[config.mk]
export PLATFORM = sky130hd
export DESIGN_NAME = unicode_encoding_sniffer_top
export DESIGN_NICKNAME = d
export VERILOG_FILES = /design/src/design/ues_pkg.sv /design/src/design/ues_scan.sv /design/src/design/ues_verdict.sv /design/src/design/unicode_encoding_sniffer_top.sv
export SDC_FILE = /design/constraint.sdc
export NUM_CORES = 2
export LEC_CHECK = 0
export ABC_AREA = 0
export BUFFER_PORTS_ARGS = -buffer_cell sky130_fd_sc_hd__buf_2
export CAP_MARGIN = 25
export CORE_MARGIN = 2
export CORE_UTILIZATION = 45
export DETAILED_ROUTE_END_ITERATION = 10
export PLACE_DENSITY_LB_ADDON = 0.3
export SYNTH_ARGS = -nofsm -noshare
export SYNTH_HDL_FRONTEND = slang
export SYNTH_HIERARCHICAL = 1
export SYNTH_SLANG_ARGS = --single-unit
export TNS_END_PERCENT = 1
[constraint.sdc]
create_clock -name clk -period 27.2 [get_ports clk]
set_clock_uncertainty 0.2 [all_clocks]
set_input_delay 4.08 -clock clk [delete_from_list [all_inputs] [get_ports clk]]
set_output_delay 4.08 -clock clk [all_outputs]
set_load 0.01 [all_outputs]
[src/design/ues_pkg.sv]
package ues_pkg;

  // counter width of the scan
  localparam int CNT_W = 32;
  // width of the percent values; the products (counter times a 7 bit value) are PROD_W wide
  localparam int PCT_W = 7;
  localparam int PROD_W = CNT_W + PCT_W;
  localparam logic [PCT_W-1:0] PCT_SCALE = 7'd100;

  // verdict codes
  localparam logic [1:0] ENC_UNDET    = 2'd0;
  localparam logic [1:0] ENC_UTF16_LE = 2'd1;
  localparam logic [1:0] ENC_UTF16_BE = 2'd2;
  localparam logic [1:0] ENC_UTF8     = 2'd3;

  // configuration register indexes
  localparam logic CFG_MIN_HITS  = 1'b0;
  localparam logic CFG_BAD_LIMIT = 1'b1;

  typedef struct packed {
    logic [7:0] byte_value;
    logic       last_byte;
  } in_word_t;

  typedef struct packed {
    logic [1:0]       encoding_code;
    logic [CNT_W-1:0] utf8_good_total;
    logic [CNT_W-1:0] utf8_bad_total;
    logic [CNT_W-1:0] le_hits_total;
    logic [CNT_W-1:0] be_hits_total;
  } out_word_t;

  // counters of one finished buffer, handed from the scan to the verdict
  typedef struct packed {
    logic             valid;
    logic [CNT_W-1:0] good;
    logic [CNT_W-1:0] bad;
    logic [CNT_W-1:0] le;
    logic [CNT_W-1:0] be;
  } snap_t;

  function automatic logic [CNT_W-1:0] sat_inc(input logic [CNT_W-1:0] c);
    sat_inc = (&c) ? c : c + CNT_W'(1);
  endfunction

  function automatic logic is_printable(input logic [7:0] b);
    is_printable = (b > 8'h1F) && (b < 8'h7F);
  endfunction

endpackage

[src/design/ues_scan.sv]
module ues_scan
  import ues_pkg::*;
(
  input  logic     clk,
  input  logic     rst,
  input  logic     advance,
  input  logic     accept,
  input  in_word_t in_data,
  output snap_t    snap
);

  logic [1:0]       pending;
  logic             seq_ok;
  logic             odd_pos;
  logic [7:0]       pair_first;
  logic [CNT_W-1:0] good_cnt;
  logic [CNT_W-1:0] bad_cnt;
  logic [CNT_W-1:0] le_cnt;
  logic [CNT_W-1:0] be_cnt;

  logic [1:0]       pending_next;
  logic             seq_ok_next;
  logic             odd_pos_next;
  logic [7:0]       pair_first_next;
  logic [CNT_W-1:0] good_cnt_next;
  logic [CNT_W-1:0] bad_cnt_next;
  logic [CNT_W-1:0] le_cnt_next;
  logic [CNT_W-1:0] be_cnt_next;

  logic [7:0] b;
  logic       good_inc;
  logic       bad_inc;
  logic       le_inc;
  logic       be_inc;

  assign b = in_data.byte_value;

  // utf-16 pair check
  always_comb begin
    pair_first_next = pair_first;
    odd_pos_next    = ~odd_pos;
    le_inc          = 1'b0;
    be_inc          = 1'b0;
    if (!odd_pos) begin
      pair_first_next = b;
    end else begin
      be_inc = (pair_first == 8'h00) && is_printable(b);
      le_inc = !be_inc && (b == 8'h00) && is_printable(pair_first);
    end
  end

  // utf-8 lead and continuation walk
  always_comb begin
    pending_next = pending;
    seq_ok_next  = seq_ok;
    good_inc     = 1'b0;
    bad_inc      = 1'b0;
    if (pending != 2'd0) begin
      seq_ok_next  = seq_ok & (b[7:6] == 2'b10);
      pending_next = pending - 2'd1;
      if (pending == 2'd1) begin
        good_inc = seq_ok_next;
        bad_inc  = !seq_ok_next;
      end
    end else begin
      seq_ok_next = 1'b1;
      if (b[7] == 1'b0) begin
        pending_next = 2'd0;
      end else if (b[7:5] == 3'b110) begin
        pending_next = 2'd1;
      end else if (b[7:4] == 4'b1110) begin
        pending_next = 2'd2;
      end else if (b[7:3] == 5'b11110) begin
        pending_next = 2'd3;
      end else begin
        bad_inc = 1'b1;
      end
    end
  end

  // saturating counters
  always_comb begin
    good_cnt_next = good_inc ? sat_inc(good_cnt) : good_cnt;
    bad_cnt_next  = bad_inc  ? sat_inc(bad_cnt)  : bad_cnt;
    le_cnt_next   = le_inc   ? sat_inc(le_cnt)   : le_cnt;
    be_cnt_next   = be_inc   ? sat_inc(be_cnt)   : be_cnt;
  end

  // scan state, cleared after the final byte of a buffer
  always_ff @(posedge clk) begin
    if (rst || (accept && in_data.last_byte)) begin
      pending    <= 2'd0;
      seq_ok     <= 1'b1;
      odd_pos    <= 1'b0;
      pair_first <= 8'h00;
      good_cnt   <= '0;
      bad_cnt    <= '0;
      le_cnt     <= '0;
      be_cnt     <= '0;
    end else if (accept) begin
      pending    <= pending_next;
      seq_ok     <= seq_ok_next;
      odd_pos    <= odd_pos_next;
      pair_first <= pair_first_next;
      good_cnt   <= good_cnt_next;
      bad_cnt    <= bad_cnt_next;
      le_cnt     <= le_cnt_next;
      be_cnt     <= be_cnt_next;
    end
  end

  // snapshot of the final counters
  always_ff @(posedge clk) begin
    if (advance) begin
      snap.good <= good_cnt_next;
      snap.bad  <= bad_cnt_next;
      snap.le   <= le_cnt_next;
      snap.be   <= be_cnt_next;
    end
    if (rst) begin
      snap.valid <= 1'b0;
    end else if (advance) begin
      snap.valid <= accept && in_data.last_byte;
    end
  end

endmodule

[src/design/ues_verdict.sv]
module ues_verdict
  import ues_pkg::*;
(
  input  logic             clk,
  input  logic             rst,
  input  logic             advance,
  input  snap_t            snap,
  input  logic [7:0]       min_hits,
  input  logic [PCT_W-1:0] bad_limit,
  output logic             res_valid,
  output out_word_t        res_word
);

  logic [CNT_W-1:0]  good_q;
  logic [CNT_W-1:0]  bad_q;
  logic [CNT_W-1:0]  le_q;
  logic [CNT_W-1:0]  be_q;
  logic              pick_le;
  logic              pick_be;
  logic              bad_zero;
  logic              good_nz;
  logic [PROD_W-1:0] bad_scaled;
  logic [PROD_W-1:0] good_scaled;

  // stage one: hit decisions and the two percent products
  always_ff @(posedge clk) begin
    if (rst) begin
      res_valid <= 1'b0;
    end else if (advance) begin
      res_valid <= snap.valid;
    end
  end

  always_ff @(posedge clk) begin
    if (advance) begin
      good_q      <= snap.good;
      bad_q       <= snap.bad;
      le_q        <= snap.le;
      be_q        <= snap.be;
      pick_le     <= (snap.be == '0) && (snap.le >= CNT_W'(min_hits));
      pick_be     <= (snap.le == '0) && (snap.be >= CNT_W'(min_hits));
      bad_zero    <= (snap.bad == '0);
      good_nz     <= (snap.good != '0);
      bad_scaled  <= PROD_W'(snap.bad) * PROD_W'(PCT_SCALE);
      good_scaled <= PROD_W'(snap.good) * PROD_W'(bad_limit);
    end
  end

  // stage two: verdict priority
  always_comb begin
    res_word.utf8_good_total = good_q;
    res_word.utf8_bad_total  = bad_q;
    res_word.le_hits_total   = le_q;
    res_word.be_hits_total   = be_q;
    if (pick_le) begin
      res_word.encoding_code = ENC_UTF16_LE;
    end else if (pick_be) begin
      res_word.encoding_code = ENC_UTF16_BE;
    end else if (bad_zero || (good_nz && (bad_scaled < good_scaled))) begin
      res_word.encoding_code = ENC_UTF8;
    end else begin
      res_word.encoding_code = ENC_UNDET;
    end
  end

endmodule

[src/design/unicode_encoding_sniffer_top.sv]
// Text encoding sniffer: one byte of a buffer per input word, last_byte set
// on the final byte. Both utf-16 byte-pair hits and utf-8 sequence counts
// are gathered while the buffer streams in; the final byte produces exactly
// one output word with the verdict code and the four saturating counters.
// Bytes without last_byte produce no output word.
// Input: in_valid/in_ready/in_data. Output: out_valid/out_ready/out_data.
// Configuration: cfg_we writes cfg_data into register cfg_index (0 minimum
// utf-16 hits, 1 utf-8 bad percent limit); write only while idle.
// Throughput: one byte per cycle, every cycle, while the output is free.
// The final byte's word passes the scan snapshot (taken at the edge that
// takes the final byte), the percent products and the output register.
// Reset clears the scan state, empties the pipeline and restores the
// register defaults (3 hits, 10 percent).
// When the receiver stalls with a word pending, the whole pipeline holds and
// in_ready drops; an empty output register keeps bytes flowing.
module unicode_encoding_sniffer_top
  import ues_pkg::*;
(
  input  logic      clk,
  input  logic      rst,
  input  logic      in_valid,
  output logic      in_ready,
  input  in_word_t  in_data,
  output logic      out_valid,
  input  logic      out_ready,
  output out_word_t out_data,
  input  logic      cfg_we,
  input  logic      cfg_index,
  input  logic [7:0] cfg_data
);

  logic             advance;
  logic             accept;
  logic [7:0]       min_hits;
  logic [PCT_W-1:0] bad_limit;
  snap_t            snap;
  logic             res_valid;
  out_word_t        res_word;

  // pipeline moves whenever the output register can take a word
  assign advance  = !out_valid || out_ready;
  assign in_ready = advance;
  assign accept   = in_valid && advance;

  // configuration registers
  always_ff @(posedge clk) begin
    if (rst) begin
      min_hits  <= 8'd3;
      bad_limit <= 7'd10;
    end else if (cfg_we) begin
      case (cfg_index)
        CFG_MIN_HITS:  min_hits  <= cfg_data;
        CFG_BAD_LIMIT: bad_limit <= cfg_data[PCT_W-1:0];
        default:       min_hits  <= min_hits;
      endcase
    end
  end

  ues_scan u_scan (
    .clk     (clk),
    .rst     (rst),
    .advance (advance),
    .accept  (accept),
    .in_data (in_data),
    .snap    (snap)
  );

  ues_verdict u_verdict (
    .clk       (clk),
    .rst       (rst),
    .advance   (advance),
    .snap      (snap),
    .min_hits  (min_hits),
    .bad_limit (bad_limit),
    .res_valid (res_valid),
    .res_word  (res_word)
  );

  // output register
  always_ff @(posedge clk) begin
    if (rst) begin
      out_valid <= 1'b0;
    end else if (advance) begin
      out_valid <= res_valid;
    end
  end

  always_ff @(posedge clk) begin
    if (advance) begin
      out_data <= res_word;
    end
  end

endmodule

==> impl_metrics.csv <==
group,metric,value,unit
setup_path,path_buf_inv,2,
global_routing,met2_usage,30.3,%
synth,syn_avg_cell_area,11.2,um^2
clock_tree,worstSkewPairLatency,0.60,ns
global_routing,gr-usage-met3,3.40,%
die,rows,103,
setup_path,cp_common_cell,"buf_2",
clock_tree,cts.clk_slew.worst_paths,0.06,ns
sta,tightest_slew,1.05,ns
place,portBuffers,154,
setup_path,worst-setup-path-type,"primary input to output port",
die,dieArea,0.0820,mm^2
synth,synth_common_cells,"463 x edfxtp_1, 330 x inv_1, 230 x ha_1",
sta,fin_crit,9.19,ns
sta,fmax,109,MHz
global_routing,antenna_found_initial,3,
sta,finalSetupViolations,0,
setup_path,cp_slowest_cell,"nand2b_4",
clock_tree,clockBufferDepth,3,
detailed_routing,drtIter0Drc,1414,
global_routing,grt.total_usage,18.3,%
clock_tree,ctsHoldBuffers,0,
global_routing,grt_pass1_vias,23100,
place,dp_slack,18.00,ns
synth,syn_area,0.0359,mm^2
global_routing,grt_pass1_wl,121000,um
synth,synth_async_sr_flop_share,0,%
pwr,max-vdd-ir-drop,0.0000518,V
global_routing,grt_use_met1,24.8,%
detailed_routing,drt-total-wl,75200,um
setup_path,critPathMaxStageDelay,0.48,ns
detailed_routing,ant_nets,0,
sta,period_share,33.8,%
clock_tree,cts_max_level,3,
setup_path,crit_fanout,46,
clock_tree,cts_setup_buffers,0,
detailed_routing,drc,0,
synth,synth_most_common_cell,"edfxtp_1",
synth,ys_types,82,
synth,yosys-top-cells-area,"edfxtp_1 39%, fa_1 9.8%, dfxtp_1 8.8%",
global_routing,grt_max_degree,175,
pwr,power_density,54.0,mW/mm^2
die,ioPinCount,155,
setup_path,crit_path_end_kind,"output port",
sta,fin_setup_tns,0,ns
die,fp.coreArea,0.0790,mm^2
clock_tree,root_buffer,"clkbuf_16",
sta,layout_setup_ws,18.01,ns
die,start_util,45.4,%
synth,ys.warnings.count,6,
status,outcome,"finished clean",
hold_path,hold_class,"register to register",
synth,synthCells,3195,
setup_path,crit_required,22.92,ns
layout,drive_gt1_share,9.62,%
clock_tree,numClockSinks,621,
global_routing,grt_busiest_layer,"met2",
sta,rsz0062_at_grt,"false",
layout,areaGrowthSynthToFinish,11.8,%
setup_path,arrival,4.91,ns
synth,ys_ff_latch,621,
sta,drv_slew,0,
detailed_routing,vias,23300,
die,die_h,286,um
clock_tree,cts-resized-gates,0,
global_routing,overflow,0,
setup_path,path_cells,"buf_2 -> nand2b_4 -> buf_2",
clock_tree,numCtsBuffers,70,
synth,synth_area_leader_cell,"edfxtp_1",
detailed_routing,viasPerCell,5.26,
synth,synth-edff-count,463,
synth,syn_nets,3624,
clock_tree,cts_tree,"built",
setup_path,crit_family,"simple AND/OR/NAND/NOR gates",
run,drv_cap,0,
layout,fill_cells,7061,
synth,ys.flop_type,"edfxtp_1",
synth,synth_top_area_share,38.8,%
detailed_routing,avgRoutedWirePerCell,16.9,um
place,dpl.hpwl,52100,um
detailed_routing,dr.pass1.iters,5,
place,gp_congestion,0.822,
sta,final-hold-violation-count,0,
die,die_x,286,um
sta,slew-limit-headroom,29.7,%
synth,ys_seq_area_share,47.6,%
pwr,p_leak,18.0,nW
setup_path,critPathLaunchType,"primary input",
layout,final_nets,3762,
where the power goes:
part | internal [mW] | switching (mW) | leakage, nW
Clock | 0.614 | 0.385 | 1.17
Combinational | 0.0395 | 0.0705 | 9.90
Sequential | 1.04 | 0.0140 | 6.91
layout make-up:
| cell class | count | area [um^2] | area share, % |
|---|---|---|---|
| antenna | 1 | 2.50 | 0.00624 |
| clock buffer | 87 | 1870 | 4.65 |
| clock inverter | 40 | 568 | 1.42 |
| inverter | 330 | 1240 | 3.09 |
| multi-input combinational | 2137 | 17100 | 42.6 |
| sequential | 621 | 17100 | 42.6 |
| tap | 1050 | 1310 | 3.28 |
| timing repair buffer | 173 | 966 | 2.41 |
path summary, 6_finish.rpt:
path / end / slack, ns / from / cells after the start
hold / removal: out_data[122] / 0.20 / u_verdict/good_q[26] / 0
setup reg to reg: u_verdict/good_scaled[34] / 21.41 / u_scan/snap[114] / 16
setup / recovery: in_ready / 18.01 / out_ready / 3
hold reg to reg: out_data[122] / 0.20 / u_verdict/good_q[26] / 0
layer usage:
metal  vias to the layer above  routed length (um)
li1                      11300                   -
met1                     11500               34100
met2                       455               36100
met3                       100                3400
met4                         4                1570
met5                         -                  24
registers in the layout, summed over array words and instances (netlist names), 34 cells and up:
| name | count |
|---|---|
| out_data | 130 |
| u_scan/snap | 129 |
| u_verdict/bad_scaled | 34 |
| u_verdict/good_scaled | 39 |
worst reg2reg max path: stages (launching register included):
cell and delay, ns:
edfxtp_1 0.63, and2_1 0.29, fa_1 0.50, fa_1 0.55, fa_1 0.55, inv_1 0.05
fa_1 0.52, inv_1 0.04, ha_1 0.40, a21o_1 0.22, a21o_1 0.18, a21o_1 0.20
or3_1 0.39, a31oi_1 0.25, nor2b_1 0.17, a311oi_2 0.31, xnor2_1 0.09
stage by stage:
stage               util [%]  cells  hold slack (ns)  power (mW)  cell area, um^2
floorplan                  -   3195            0.200        1.15            35900
global placement        47.6   4309            0.202        1.18            37600
detailed placement      47.7   4310            0.205        1.19            37600
CTS                     50.7   4437            0.195        2.20            40100
global route            50.8   4439            0.205        2.25            40100
finish                  50.8   4439            0.202        2.16            40100
cells by family after synthesis:
group / Yosys count / synth area share, %
AO/OA/AOI/OAI: 317 / 5.72
XOR/XNOR: 295 / 7.20
adder cells (fa/ha/maj): 406 / 17.8
buffers and inverters: 437 / 4.85
flip-flops: 621 / 47.6
multiplexers: 17 / 0.485
AND/OR/NAND/NOR: 1102 / 16.3
cells in the final DEF (no fill, tap or decap), types with 9 or more instances in the layout:
cell       Yosys  routed
a21o_1        44      43
a21oi_1      113     112
a31oi_1       12      12
and2_1       205     205
and3_1        35      35
and4_1        18      18
buf_2         16     154
buf_4          6      15
bufinv_16      0      13
clkbuf_1      75      13
clkbuf_16      0      71
clkinv_1       0       9
dfxtp_1      158     158
edfxtp_1     463     463
fa_1         176     176
ha_1         230     230
inv_1        330     330
mux2i_1       14      14
nand2_1      217     217
nand2b_1      33      32
nand3_1      118     118
nand4_1       79      79
nor2_1       201     201
nor2b_1       14      14
nor3_1        65      64
nor4_1        45      45
o211ai_1      18      18
o21a_1         9       9
o21ai_0       47      47
o21bai_1       9       9
or3_1         16      16
or4_1          9       9
xnor2_1      167     167
xor2_1       128     128
(Power assumes the default switching activity.)
